### src/design/bcr_pkg.sv
// Shared types, codes and constants of the bootloader command receiver.
package bcr_pkg;

    // Largest byte count that a program command may announce.
    localparam int DATA_SIZE = 128;

    // Configuration port address width and register indexes.
    localparam int          ADDR_W       = 3;
    localparam logic [0:0]  REG_PASSWORD = 1'b0;

    // Bus event codes.
    typedef enum logic [1:0] {
        OP_ADDR  = 2'd0,
        OP_WRITE = 2'd1,
        OP_READ  = 2'd2,
        OP_DONE  = 2'd3
    } op_t;

    // Receive phase of the write side.
    typedef enum logic [1:0] {
        PH_CMD  = 2'd0,
        PH_ARG  = 2'd1,
        PH_DATA = 2'd2
    } phase_t;

    // Command bytes.
    localparam logic [7:0] CMD_INFO    = 8'hC0;
    localparam logic [7:0] CMD_UNLOCK  = 8'hC1;
    localparam logic [7:0] CMD_PROGRAM = 8'hC2;
    localparam logic [7:0] CMD_RESET   = 8'hC4;
    localparam logic [7:0] CMD_STATUS  = 8'hC5;

    // Action request codes.
    localparam logic [2:0] ACT_NONE    = 3'd0;
    localparam logic [2:0] ACT_INFO    = 3'd1;
    localparam logic [2:0] ACT_UNLOCK  = 3'd2;
    localparam logic [2:0] ACT_CLRLEN  = 3'd3;
    localparam logic [2:0] ACT_PROGRAM = 3'd4;
    localparam logic [2:0] ACT_RESET   = 3'd5;

    // Status codes.
    localparam logic [2:0] ST_OK       = 3'd0;
    localparam logic [2:0] ST_BAD_CMD  = 3'd1;
    localparam logic [2:0] ST_BAD_LEN  = 3'd2;
    localparam logic [2:0] ST_BAD_ARG  = 3'd3;
    localparam logic [2:0] ST_EXEC_ERR = 3'd4;

    // Read-side selections.
    localparam logic [1:0] RS_NONE   = 2'd0;
    localparam logic [1:0] RS_STATUS = 2'd1;
    localparam logic [1:0] RS_INFO   = 2'd2;
    localparam logic [1:0] RS_WAIT   = 2'd3;

    // One result item.
    typedef struct packed {
        logic        ack;
        logic [1:0]  read_select;
        logic [2:0]  status_byte;
        logic [7:0]  info_index;
        logic        data_write;
        logic [7:0]  data_index;
        logic [2:0]  action;
        logic [31:0] action_arg;
    } result_t;

endpackage

### src/design/bcr_core.sv
// Receiver state and the per-event decision logic of the bootloader receiver.
module bcr_core (
    input  logic               aclk,
    input  logic               aresetn,
    input  logic               accept,
    input  logic [1:0]         op,
    input  logic               dir_read,
    input  logic [7:0]         data_byte,
    input  logic               host_acked,
    input  logic               action_ok,
    input  logic [31:0]        password,
    output bcr_pkg::result_t   result
);

    bcr_pkg::phase_t phase_reg, phase_next;
    logic [7:0]      cmd_reg, cmd_next;
    logic [1:0]      bpos_reg, bpos_next;
    logic [1:0]      words_reg, words_next;
    logic [31:0]     arg_reg [2];
    logic [31:0]     arg_next [2];
    logic [31:0]     arg_new [2];
    logic [7:0]      dcount_reg, dcount_next;
    logic [2:0]      status_reg, status_next;
    logic            info_sel_reg, info_sel_next;
    logic            first_read_reg, first_read_next;
    logic            reading_reg, reading_next;
    logic [2:0]      pending_reg, pending_next;
    logic [7:0]      info_ptr_reg, info_ptr_next;
    logic [1:0]      words_inc;
    logic [7:0]      dcount_inc;

    // Decision logic for one event.
    always_comb begin
        phase_next      = phase_reg;
        cmd_next        = cmd_reg;
        bpos_next       = bpos_reg;
        words_next      = words_reg;
        arg_next        = arg_reg;
        dcount_next     = dcount_reg;
        status_next     = status_reg;
        info_sel_next   = info_sel_reg;
        first_read_next = first_read_reg;
        reading_next    = reading_reg;
        pending_next    = pending_reg;
        info_ptr_next   = info_ptr_reg;
        result          = '0;

        // Argument word with the incoming byte placed at the current position.
        arg_new = arg_reg;
        arg_new[words_reg[0]][{bpos_reg, 3'b000} +: 8] = data_byte;
        words_inc  = words_reg + 2'd1;
        dcount_inc = dcount_reg + 8'd1;

        unique case (bcr_pkg::op_t'(op))
            bcr_pkg::OP_ADDR: begin
                first_read_next = 1'b1;
                reading_next    = dir_read;
                phase_next      = bcr_pkg::PH_CMD;
                result.ack      = 1'b1;
            end
            bcr_pkg::OP_WRITE: begin
                if (!reading_reg) begin
                    unique case (phase_reg)
                        bcr_pkg::PH_ARG: begin
                            arg_next = arg_new;
                            if (bpos_reg != 2'd0) begin
                                bpos_next  = bpos_reg - 2'd1;
                                result.ack = 1'b1;
                            end else begin
                                words_next = words_inc;
                                if (cmd_reg == bcr_pkg::CMD_UNLOCK && words_inc < 2'd2) begin
                                    bpos_next  = 2'd3;
                                    result.ack = 1'b1;
                                end else begin
                                    // Last argument byte: act on the command.
                                    phase_next = bcr_pkg::PH_CMD;
                                    if (cmd_reg == bcr_pkg::CMD_UNLOCK) begin
                                        if (arg_new[0] == password) begin
                                            result.action     = bcr_pkg::ACT_UNLOCK;
                                            result.action_arg = arg_new[1];
                                            pending_next      = bcr_pkg::ACT_UNLOCK;
                                            result.ack        = 1'b1;
                                        end else begin
                                            result.action = bcr_pkg::ACT_CLRLEN;
                                            status_next   = bcr_pkg::ST_BAD_ARG;
                                        end
                                    end else if (cmd_reg == bcr_pkg::CMD_PROGRAM) begin
                                        if (arg_new[0] > 32'(bcr_pkg::DATA_SIZE)) begin
                                            status_next = bcr_pkg::ST_BAD_LEN;
                                        end else begin
                                            dcount_next = 8'd0;
                                            phase_next  = bcr_pkg::PH_DATA;
                                            result.ack  = 1'b1;
                                        end
                                    end else if (cmd_reg == bcr_pkg::CMD_RESET) begin
                                        if (arg_new[0] == password) begin
                                            result.action = bcr_pkg::ACT_RESET;
                                            pending_next  = bcr_pkg::ACT_RESET;
                                            result.ack    = 1'b1;
                                        end else begin
                                            status_next = bcr_pkg::ST_BAD_ARG;
                                        end
                                    end else begin
                                        result.ack = 1'b1;
                                    end
                                end
                            end
                        end
                        bcr_pkg::PH_DATA: begin
                            result.ack        = 1'b1;
                            result.data_write = 1'b1;
                            result.data_index = dcount_reg;
                            dcount_next       = dcount_inc;
                            if ({24'd0, dcount_inc} >= arg_reg[0]) begin
                                phase_next        = bcr_pkg::PH_CMD;
                                result.action     = bcr_pkg::ACT_PROGRAM;
                                result.action_arg = {24'd0, dcount_inc};
                                pending_next      = bcr_pkg::ACT_PROGRAM;
                            end
                        end
                        default: begin
                            // Command byte; the unused phase code lands here too.
                            cmd_next   = data_byte;
                            bpos_next  = 2'd3;
                            words_next = 2'd0;
                            if (data_byte < bcr_pkg::CMD_INFO || data_byte > bcr_pkg::CMD_STATUS) begin
                                status_next = bcr_pkg::ST_BAD_CMD;
                            end else begin
                                result.ack = 1'b1;
                                if (data_byte == bcr_pkg::CMD_INFO) begin
                                    result.action = bcr_pkg::ACT_INFO;
                                    pending_next  = bcr_pkg::ACT_INFO;
                                    info_sel_next = 1'b1;
                                end else if (data_byte == bcr_pkg::CMD_STATUS) begin
                                    info_sel_next = 1'b0;
                                end else begin
                                    phase_next = bcr_pkg::PH_ARG;
                                end
                            end
                        end
                    endcase
                end
            end
            bcr_pkg::OP_READ: begin
                if (reading_reg && first_read_reg && host_acked) begin
                    result.read_select = bcr_pkg::RS_STATUS;
                    result.status_byte = status_reg;
                    status_next        = bcr_pkg::ST_OK;
                    first_read_next    = 1'b0;
                end else if (reading_reg && !first_read_reg && info_sel_reg && host_acked) begin
                    result.read_select = bcr_pkg::RS_INFO;
                    result.info_index  = info_ptr_reg;
                    info_ptr_next      = info_ptr_reg + 8'd1;
                end else begin
                    result.read_select = bcr_pkg::RS_WAIT;
                end
            end
            bcr_pkg::OP_DONE: begin
                if (pending_reg != bcr_pkg::ACT_NONE && pending_reg != bcr_pkg::ACT_RESET) begin
                    status_next = action_ok ? bcr_pkg::ST_OK : bcr_pkg::ST_EXEC_ERR;
                    if (pending_reg == bcr_pkg::ACT_INFO) begin
                        info_ptr_next = 8'd0;
                    end
                    pending_next = bcr_pkg::ACT_NONE;
                end
            end
            default: begin
                result = '0;
            end
        endcase
    end

    // State registers, updated when an item is accepted.
    always_ff @(posedge aclk) begin
        if (!aresetn) begin
            phase_reg      <= bcr_pkg::PH_CMD;
            cmd_reg        <= 8'd0;
            bpos_reg       <= 2'd3;
            words_reg      <= 2'd0;
            arg_reg[0]     <= 32'd0;
            arg_reg[1]     <= 32'd0;
            dcount_reg     <= 8'd0;
            status_reg     <= bcr_pkg::ST_OK;
            info_sel_reg   <= 1'b0;
            first_read_reg <= 1'b0;
            reading_reg    <= 1'b0;
            pending_reg    <= bcr_pkg::ACT_NONE;
            info_ptr_reg   <= 8'd0;
        end else if (accept) begin
            phase_reg      <= phase_next;
            cmd_reg        <= cmd_next;
            bpos_reg       <= bpos_next;
            words_reg      <= words_next;
            arg_reg[0]     <= arg_next[0];
            arg_reg[1]     <= arg_next[1];
            dcount_reg     <= dcount_next;
            status_reg     <= status_next;
            info_sel_reg   <= info_sel_next;
            first_read_reg <= first_read_next;
            reading_reg    <= reading_next;
            pending_reg    <= pending_next;
            info_ptr_reg   <= info_ptr_next;
        end
    end

endmodule

### src/design/bootloader_command_receiver.sv
// Top level of the bootloader command receiver: handshake, result register, register port.
// A result is registered and is valid in the cycle after its bus event item is accepted.
// Throughput: one item per cycle; the decision logic sits between the input ports
// and the result register, and while a result waits a new item is taken only in the
// cycle in which that result is accepted.
// Reset (aresetn low, synchronous): receiver state, password and result valid are
// cleared, and no item is accepted while reset is held.
module bootloader_command_receiver (
    input  logic                       aclk,
    input  logic                       aresetn,
    // Bus event items.
    input  logic                       s_valid,
    output logic                       s_ready,
    input  logic [1:0]                 s_op,
    input  logic                       s_dir_read,
    input  logic [7:0]                 s_data_byte,
    input  logic                       s_host_acked,
    input  logic                       s_action_ok,
    // Result items.
    output logic                       m_valid,
    input  logic                       m_ready,
    output logic                       m_ack,
    output logic [1:0]                 m_read_select,
    output logic [2:0]                 m_status_byte,
    output logic [7:0]                 m_info_index,
    output logic                       m_data_write,
    output logic [7:0]                 m_data_index,
    output logic [2:0]                 m_action,
    output logic [31:0]                m_action_arg,
    // Configuration port.
    input  logic                       psel,
    input  logic                       penable,
    input  logic                       pwrite,
    input  logic [bcr_pkg::ADDR_W-1:0] paddr,
    input  logic [31:0]                pwdata,
    output logic [31:0]                prdata,
    output logic                       pready
);

    logic             accept;
    logic             cfg_write;
    logic             m_valid_reg;
    logic [31:0]      password_reg;
    bcr_pkg::result_t result;
    bcr_pkg::result_t result_reg;

    // Accept whenever the result register is empty or being emptied.
    assign s_ready = aresetn && (!m_valid_reg || m_ready);
    assign accept  = s_valid && s_ready;

    bcr_core u_core (
        .aclk       (aclk),
        .aresetn    (aresetn),
        .accept     (accept),
        .op         (s_op),
        .dir_read   (s_dir_read),
        .data_byte  (s_data_byte),
        .host_acked (s_host_acked),
        .action_ok  (s_action_ok),
        .password   (password_reg),
        .result     (result)
    );

    // Result register.
    always_ff @(posedge aclk) begin
        if (!aresetn) begin
            m_valid_reg <= 1'b0;
        end else if (accept) begin
            m_valid_reg <= 1'b1;
        end else if (m_ready) begin
            m_valid_reg <= 1'b0;
        end
    end

    always_ff @(posedge aclk) begin
        if (accept) begin
            result_reg <= result;
        end
    end

    assign m_valid       = m_valid_reg;
    assign m_ack         = result_reg.ack;
    assign m_read_select = result_reg.read_select;
    assign m_status_byte = result_reg.status_byte;
    assign m_info_index  = result_reg.info_index;
    assign m_data_write  = result_reg.data_write;
    assign m_data_index  = result_reg.data_index;
    assign m_action      = result_reg.action;
    assign m_action_arg  = result_reg.action_arg;

    // Password register, written in the access phase.
    assign pready    = 1'b1;
    assign cfg_write = psel && penable && pwrite && pready;

    always_ff @(posedge aclk) begin
        if (!aresetn) begin
            password_reg <= 32'd0;
        end else if (cfg_write && paddr[2] == bcr_pkg::REG_PASSWORD) begin
            password_reg <= pwdata;
        end
    end

    assign prdata = (paddr[2] == bcr_pkg::REG_PASSWORD) ? password_reg : 32'd0;

endmodule

### config.mk
export PLATFORM = sky130hd
export DESIGN_NAME = bootloader_command_receiver
export DESIGN_NICKNAME = d
export VERILOG_FILES = /design/src/design/bcr_pkg.sv /design/src/design/bcr_core.sv /design/src/design/bootloader_command_receiver.sv
export SDC_FILE = /design/constraint.sdc
export NUM_CORES = 1
export LEC_CHECK = 0
export ABC_AREA = 0
export BUFFER_PORTS_ARGS = -buffer_cell sky130_fd_sc_hd__buf_2
export CORE_UTILIZATION = 62
export DETAILED_ROUTE_END_ITERATION = 7
export GPL_ROUTABILITY_DRIVEN = 0
export PLACE_DENSITY = 0.91
export SETUP_SLACK_MARGIN = 0.1
export SLEW_MARGIN = 15
export SYNTH_ARGS = -nofsm -noshare
export SYNTH_HDL_FRONTEND = slang
export SYNTH_HIERARCHICAL = 1
export SYNTH_SLANG_ARGS = --single-unit
### constraint.sdc
create_clock -name aclk -period 10.8 [get_ports aclk]
set_input_delay 0.54 -clock aclk [delete_from_list [all_inputs] [get_ports aclk]]
set_output_delay 0.54 -clock aclk [all_outputs]
set_load 0.1 [all_outputs]
======== Word level (Yosys, flattened, before mapping) ========
Index checks and enable logic that the tools add are counted.
word-level totals
  register bits ........................... 194
  logic and storage cells ................. 226
  output and inout bits ................... 93
operators by class
  equal/unequal tests ..................... 39
  bitwise logic cells ..................... 9
  add/sub/neg operators ................... 5
  muxes and demuxes ....................... 94
  shifts and indexed selects .............. 2
  magnitude comparators ................... 7
  reductions and logical operators ........ 46
operator list
  operator                                                                          number
  32-bit 2-to-1 mux                                                                 4
  35-bit 2-to-1 mux                                                                 3
  3-bit 2-to-1 mux                                                                  29
  8-bit 2-to-1 mux                                                                  9
  64-bit bitwise mux                                                                1
  32-bit one-hot mux with 2 select lines                                            1
  8-bit == test, second input constant                                              5
  32-bit demux with 1-bit select                                                    1
  32-bit == test                                                                    1
  8-bit by 32-bit >= comparator with 1-bit output                                   1
  32-bit by 8-bit greater-than comparator with 1-bit output, second input constant  1
  8-bit one-hot mux with 2 select lines                                             2
  8-bit by 7-bit variable shift with 32-bit output, first input constant            1
  8-bit by 7-bit indexed part select with 32-bit output                             1
  2-bit 2-to-1 mux                                                                  13
  3-bit one-hot mux with 2 select lines                                             4
  1-bit 2-to-1 mux                                                                  18
  9-bit AND reduction                                                               2
  8-bit by 1-bit adder with 8-bit output, second input constant                     2
  2-bit one-hot mux with 2 select lines                                             4
  2-bit nonzero test                                                                8
  2-bit inequality test, second input constant                                      7
  1-bit logical AND                                                                 13
  4-bit inequality test, second input constant                                      3
  other kinds (37)                                                                  68

======== Logic depth before layout (Yosys ltp) ========
  word-level depth ........................ 16
  gate-level depth with buffers ........... 16
  gate-level depth less buffers ........... 13

======== Hierarchy ========
The synthesis kept the hierarchy.
by module, submodules not included
  module                       area an instance (sq um)  instances  seq. area each (sq um)  cells each
  bcr_core                     6899.1                    1          2062.0                  960
  bootloader_command_receiver  3333.2                    1          2402.3                  241

======== Worst setup path before layout ========
Ideal clock, no wire load.
  path kind ............................... register to register
  start ................................... register m_valid_reg (netlist: m_valid)
  end ..................................... register u_core.pending_reg[1]
  path slack .............................. 6.834 ns
  path buffers ............................ 0
  stages on the path, launching flop included .. 7
  period minus slack after synthesis ...... 3.966 ns
  required time ........................... 10.729 ns
  library setup time ...................... 0.071 ns
  arrival time ............................ 3.896 ns
  cells stage by stage .................... dfxtp_1 > nand2b_1 > and3_1 > o311ai_0 > or4_4 > or3_1 > a21oi_1
between the ends
  word-level cells in the longest chain between the ends .. 5
ends and longest elaborated chain
  item                            line                               source
  from (decl)                     bootloader_command_receiver.sv:42  logic m_valid_reg;
  from (signal assigned)          bootloader_command_receiver.sv:67  m_valid_reg <= 1'b0;
  from (signal assigned)          bootloader_command_receiver.sv:69  m_valid_reg <= 1'b1;
  from (signal assigned)          bootloader_command_receiver.sv:71  m_valid_reg <= 1'b0;
  1-bit zero test                 bootloader_command_receiver.sv:48  assign s_ready = aresetn && (!m_valid_reg || m_ready);
  1-bit logical OR                bootloader_command_receiver.sv:48
  1-bit logical AND               bootloader_command_receiver.sv:48
  1-bit logical AND               bootloader_command_receiver.sv:49  assign accept = s_valid && s_ready;
  via accept                      bootloader_command_receiver.sv:40  logic accept;
  12-bit AND reduction (no line)  n/a
  to (signal assigned)            bcr_core.sv:187                    pending_reg <= bcr_pkg::ACT_NONE;
  to (signal assigned)            bcr_core.sv:201                    pending_reg <= pending_next;
  to (decl)                       bcr_core.sv:27                     logic [2:0] pending_reg, pending_next;
The timed path passes the listed nets, and every way through them passes these cells.
A chain may end at the register's enable or synchronous reset.

======== Worst setup path in the final report ========
  start ................................... register u_core.bpos_reg[0]
  end ..................................... register result_reg (netlist bit m_action_arg[2]) (data pin)
between the ends
  word-level cells in the longest chain between the ends .. 11
  elaborated cells between the ends (all ways) .. 13
  those cells by class .................... add/sub: 1; eq/ne: 1; shift: 2; mux: 8; reduce/logical: 1
ends and longest elaborated chain
  item                                              line                               source
  from (decl)                                       bcr_core.sv:17                     logic [1:0] bpos_reg, bpos_next;
  from (signal assigned)                            bcr_core.sv:192                    bpos_reg <= bpos_next;
  5-bit negation with 7-bit output                  bcr_core.sv:50                     arg_new[words_reg[0]][{bpos_reg, 3'b000} +: 8] = data_byte;
  8-bit by 7-bit variable shift with 32-bit output  bcr_core.sv:50
  32-bit 2-to-1 mux (not written as such)           bcr_core.sv:50
  32-bit demux with 1-bit select                    bcr_core.sv:50
  64-bit bitwise mux                                bcr_core.sv:50
  32-bit == test                                    bcr_core.sv:78                     if (arg_new[0] == password) begin
  32-bit 2-to-1 mux                                 bcr_core.sv:78
  32-bit 2-to-1 mux                                 bcr_core.sv:77                     if (cmd_reg == bcr_pkg::CMD_UNLOCK) begin
  35-bit 2-to-1 mux                                 bcr_core.sv:71                     if (cmd_reg == bcr_pkg::CMD_UNLOCK && words_inc < 2'd2) begin
  35-bit 2-to-1 mux (*)                             bcr_core.sv:66                     if (bpos_reg != 2'd0) begin
  32-bit one-hot mux with 2 select lines (*)        bcr_core.sv:63                     unique case (phase_reg)
  to (signal assigned)                              bootloader_command_receiver.sv:77  result_reg <= result;
  to (decl)                                         bootloader_command_receiver.sv:45  bcr_pkg::result_t result_reg;
Every way passes the cells marked *; elsewhere a longest branch is shown, timed or not.

==> impl_metrics.json <==
{
  "async_reset_ff_share_pct": 0,
  "cts_resized": 0,
  "grt-ovfl-total": 0,
  "vias_per_cell": 6.08,
  "dp.cells": 1490,
  "power.internal_uw": 1110,
  "worst_slew_pin_slew_ps": 995,
  "num_io_pins": 148,
  "finalHoldViolCount": 0,
  "leakagePower_uw": 0.00431,
  "status": "finished, final reports clean",
  "antenna_found_initial": 0,
  "port-buffer-count": 144,
  "clkPwrFrac_pct": 39.8,
  "min_path_type": "input port to register",
  "finalSetupTns_ps": 0,
  "synth_edf_count": 58,
  "area_delta_synth_final_pct": 12.1,
  "fmax_ghz": 0.213,
  "fill_cells": 1166,
  "drv_cap": 0,
  "stdcell_count": 1523,
  "power.switching_uw": 424,
  "root_buffer": "clkbuf_16",
  "core_um2": 16000,
  "dp_hpwl_mm": 17.5,
  "ys_ff_latch": 194,
  "grt_pass1_wl_mm": 40.4,
  "post-cts-setup-buffers": 0,
  "synth_area_leader_cell": "dfxtp_1",
  "dieWidth_um": 130,
  "wire_per_inst_um": 16.6,
  "period_needed_ps": 4700,
  "layout-drive-gt1-share_pct": 16.1,
  "drtAntennaViolNets": 0,
  "cp-end-kind": "register",
  "comb_power_share_pct": 10.3,
  "start_kind": "register",
  "rows": 46,
  "clk_pin_slew_worst_paths_ps": 70,
  "postCtsHoldBufs": 0,
  "drc": 0,
  "min_period_over_period_pct": 43.5,
  "yosysSeqAreaShare_pct": 43.6,
  "synth_warnings": 6,
  "critPathMaxFanout": 34,
  "first_pass_iters": 6,
  "worstSetupPathType": "register to register",
  "syn_inst": 1201,
  "grt_pass1_vias": 8189,
  "yosysTopAreaCellShare_pct": 26.6,
  "synth_ff_type": "dfxtp_1",
  "largest_register_ffs": 64,
  "crit_arrival_ps": 4950,
  "numCtsBuffers": 17,
  "seqPwrFrac_pct": 49.9,
  "dieArea_um2": 17000,
  "grt_max_degree": 88,
  "vdd_ir_drop_max_v": 0.000110,
  "cts.sinks": 194,
  "syn_avg_cell_area_um2": 8.52,
  "yosysUniqueCellTypes": 74,
  "syn_nets": 1273,
  "start_util_pct": 64.0,
  "switching_share_pct": 27.6,
  "timing.slew.headroom_pct": 33.6,
  "cts_tree": "built",
  "p_per_area_nw_per_um2": 134,
  "final_nets": 1365,
  "worst_skew_pair.late_latency_ps": 440,
  "cts_buffer_depth": 2,
  "htree_levels": 4,
  "grtUsageTotal_pct": 30.5,
  "via_count": 9262,
  "clock_skew_ps": 9.41,
  "maxSlewViolCount": 0,
  "routed_wl_mm": 25.3,
  "syn-cell-area_um2": 10200,
  "setup_viol": 0,
  "ys_top_cells_by_area": "dfxtp_1, edfxtp_1, nor2_1, a21oi_1, mux2i_1",
  "dr.first_iter.drc_count": 1236,
  "die_y_um": 130,
  "crit_required_ps": 11050,
  "rsz0062_at_grt": "false"
}
[cell type report]
| class | instances | area (um^2) | share of cell area (%) |
|---|---|---|---|
| multi-input cells | 890 | 5250 | 45.8 |
| flip-flops and latches | 194 | 4460 | 38.9 |
| repair buffers | 149 | 758 | 6.61 |
| clock buffers | 17 | 425 | 3.71 |
| well taps | 216 | 270 | 2.36 |
| inverters | 41 | 154 | 1.34 |
| clock inverters | 15 | 143 | 1.24 |
| diodes | 1 | 2.50 | 0.0218 |
[power groups by stage]
stage / Combinational [uW] / Sequential [uW] / Clock, uW
floorplan: 61.3 / 847 / 0
global placement: 155 / 783 / 0
detailed placement: 157 / 784 / 0
CTS: 158 / 767 / 618
global route: 165 / 768 / 650
finish: 159 / 767 / 613
[cell usage in the layout, fill, tap and decap left out, types with 11 or more instances in the layout]
cell type  netlist  routed
mux2_2          11      11
nand4bb_1       14      14
nand2_1        122     122
nand4b_1        11      11
buf_2           13     144
xnor2_1         25      25
nor3_1          20      20
o21ai_0         20      20
a21oi_1        128     128
nand3_1         28      28
inv_1           39      39
ha_1            17      17
nor2_1         216     216
and2_1          23      23
edfxtp_1        58      58
nor2b_1         38      38
xor2_1          25      25
mux2i_1         47      47
nor4_1          13      13
clkbuf_16        0      17
dfxtp_1        136     136
[worst max-delay path, stage by stage (launching register included)]
cell	delay, ps
dfxtp_1	300
buf_4	210
inv_1	170
ha_1	820
nor3b_1	770
nand2_1	310
mux2i_1	190
o31ai_1	340
and4_1	380
and2_1	310
nand4_1	120
buf_4	270
o21ai_0	290
[cells by family after synthesis]
group | synth area share [%]
AND/OR/NAND/NOR | 26.6
adder cells (fa/ha/maj) | 2.08
flip-flops | 43.6
other | 0.0366
multiplexers | 5.81
AO/OA/AOI/OAI | 12.5
buffers and inverters | 5.09
XOR/XNOR | 4.28
[metrics by stage]
stage	util, %	total power [uW]	hold WS, ps	cell area, um^2	setup slack (ps)
global route	71.7	1580	336	11500	5750
CTS	71.7	1540	327	11500	6240
finish	71.7	1540	339	11500	6100
floorplan	-	908	436	10200	6830
detailed placement	68.1	941	456	10900	6330
global placement	68.1	938	445	10900	6390
[path summary, 6_finish.rpt]
| path | start | to | slack [ps] | depth (start not counted) |
|---|---|---|---|---|
| hold / removal | pwdata[6] | password_reg[6] | 340 | 3 |
| setup / recovery | u_core/bpos_reg[0] | m_action_arg[2] | 6100 | 12 |
| setup reg to reg | u_core/bpos_reg[0] | m_action_arg[2] | 6100 | 12 |
| hold reg to reg | u_core/cmd_reg[6] | u_core/cmd_reg[6] | 460 | 2 |
[synthesized netlist by cell type, types with 23 or more instances]
| library cell | n |
|---|---|
| a21oi_1 | 128 |
| and2_1 | 23 |
| clkbuf_1 | 56 |
| dfxtp_1 | 136 |
| edfxtp_1 | 58 |
| inv_1 | 39 |
| mux2i_1 | 47 |
| nand2_1 | 122 |
| nand3_1 | 28 |
| nor2_1 | 216 |
| nor2b_1 | 38 |
| xnor2_1 | 25 |
| xor2_1 | 25 |
[routing by layer]
layer	up-vias	wire length, um	GRT usage (%)
met2	574	11100	46.6
met1	4242	10700	42.4
met4	0	843	12.7
met3	85	2690	6.19
li1	4361	-	-
met5	-	0	0
No activity file was read; power rests on OpenSTA's default activity.
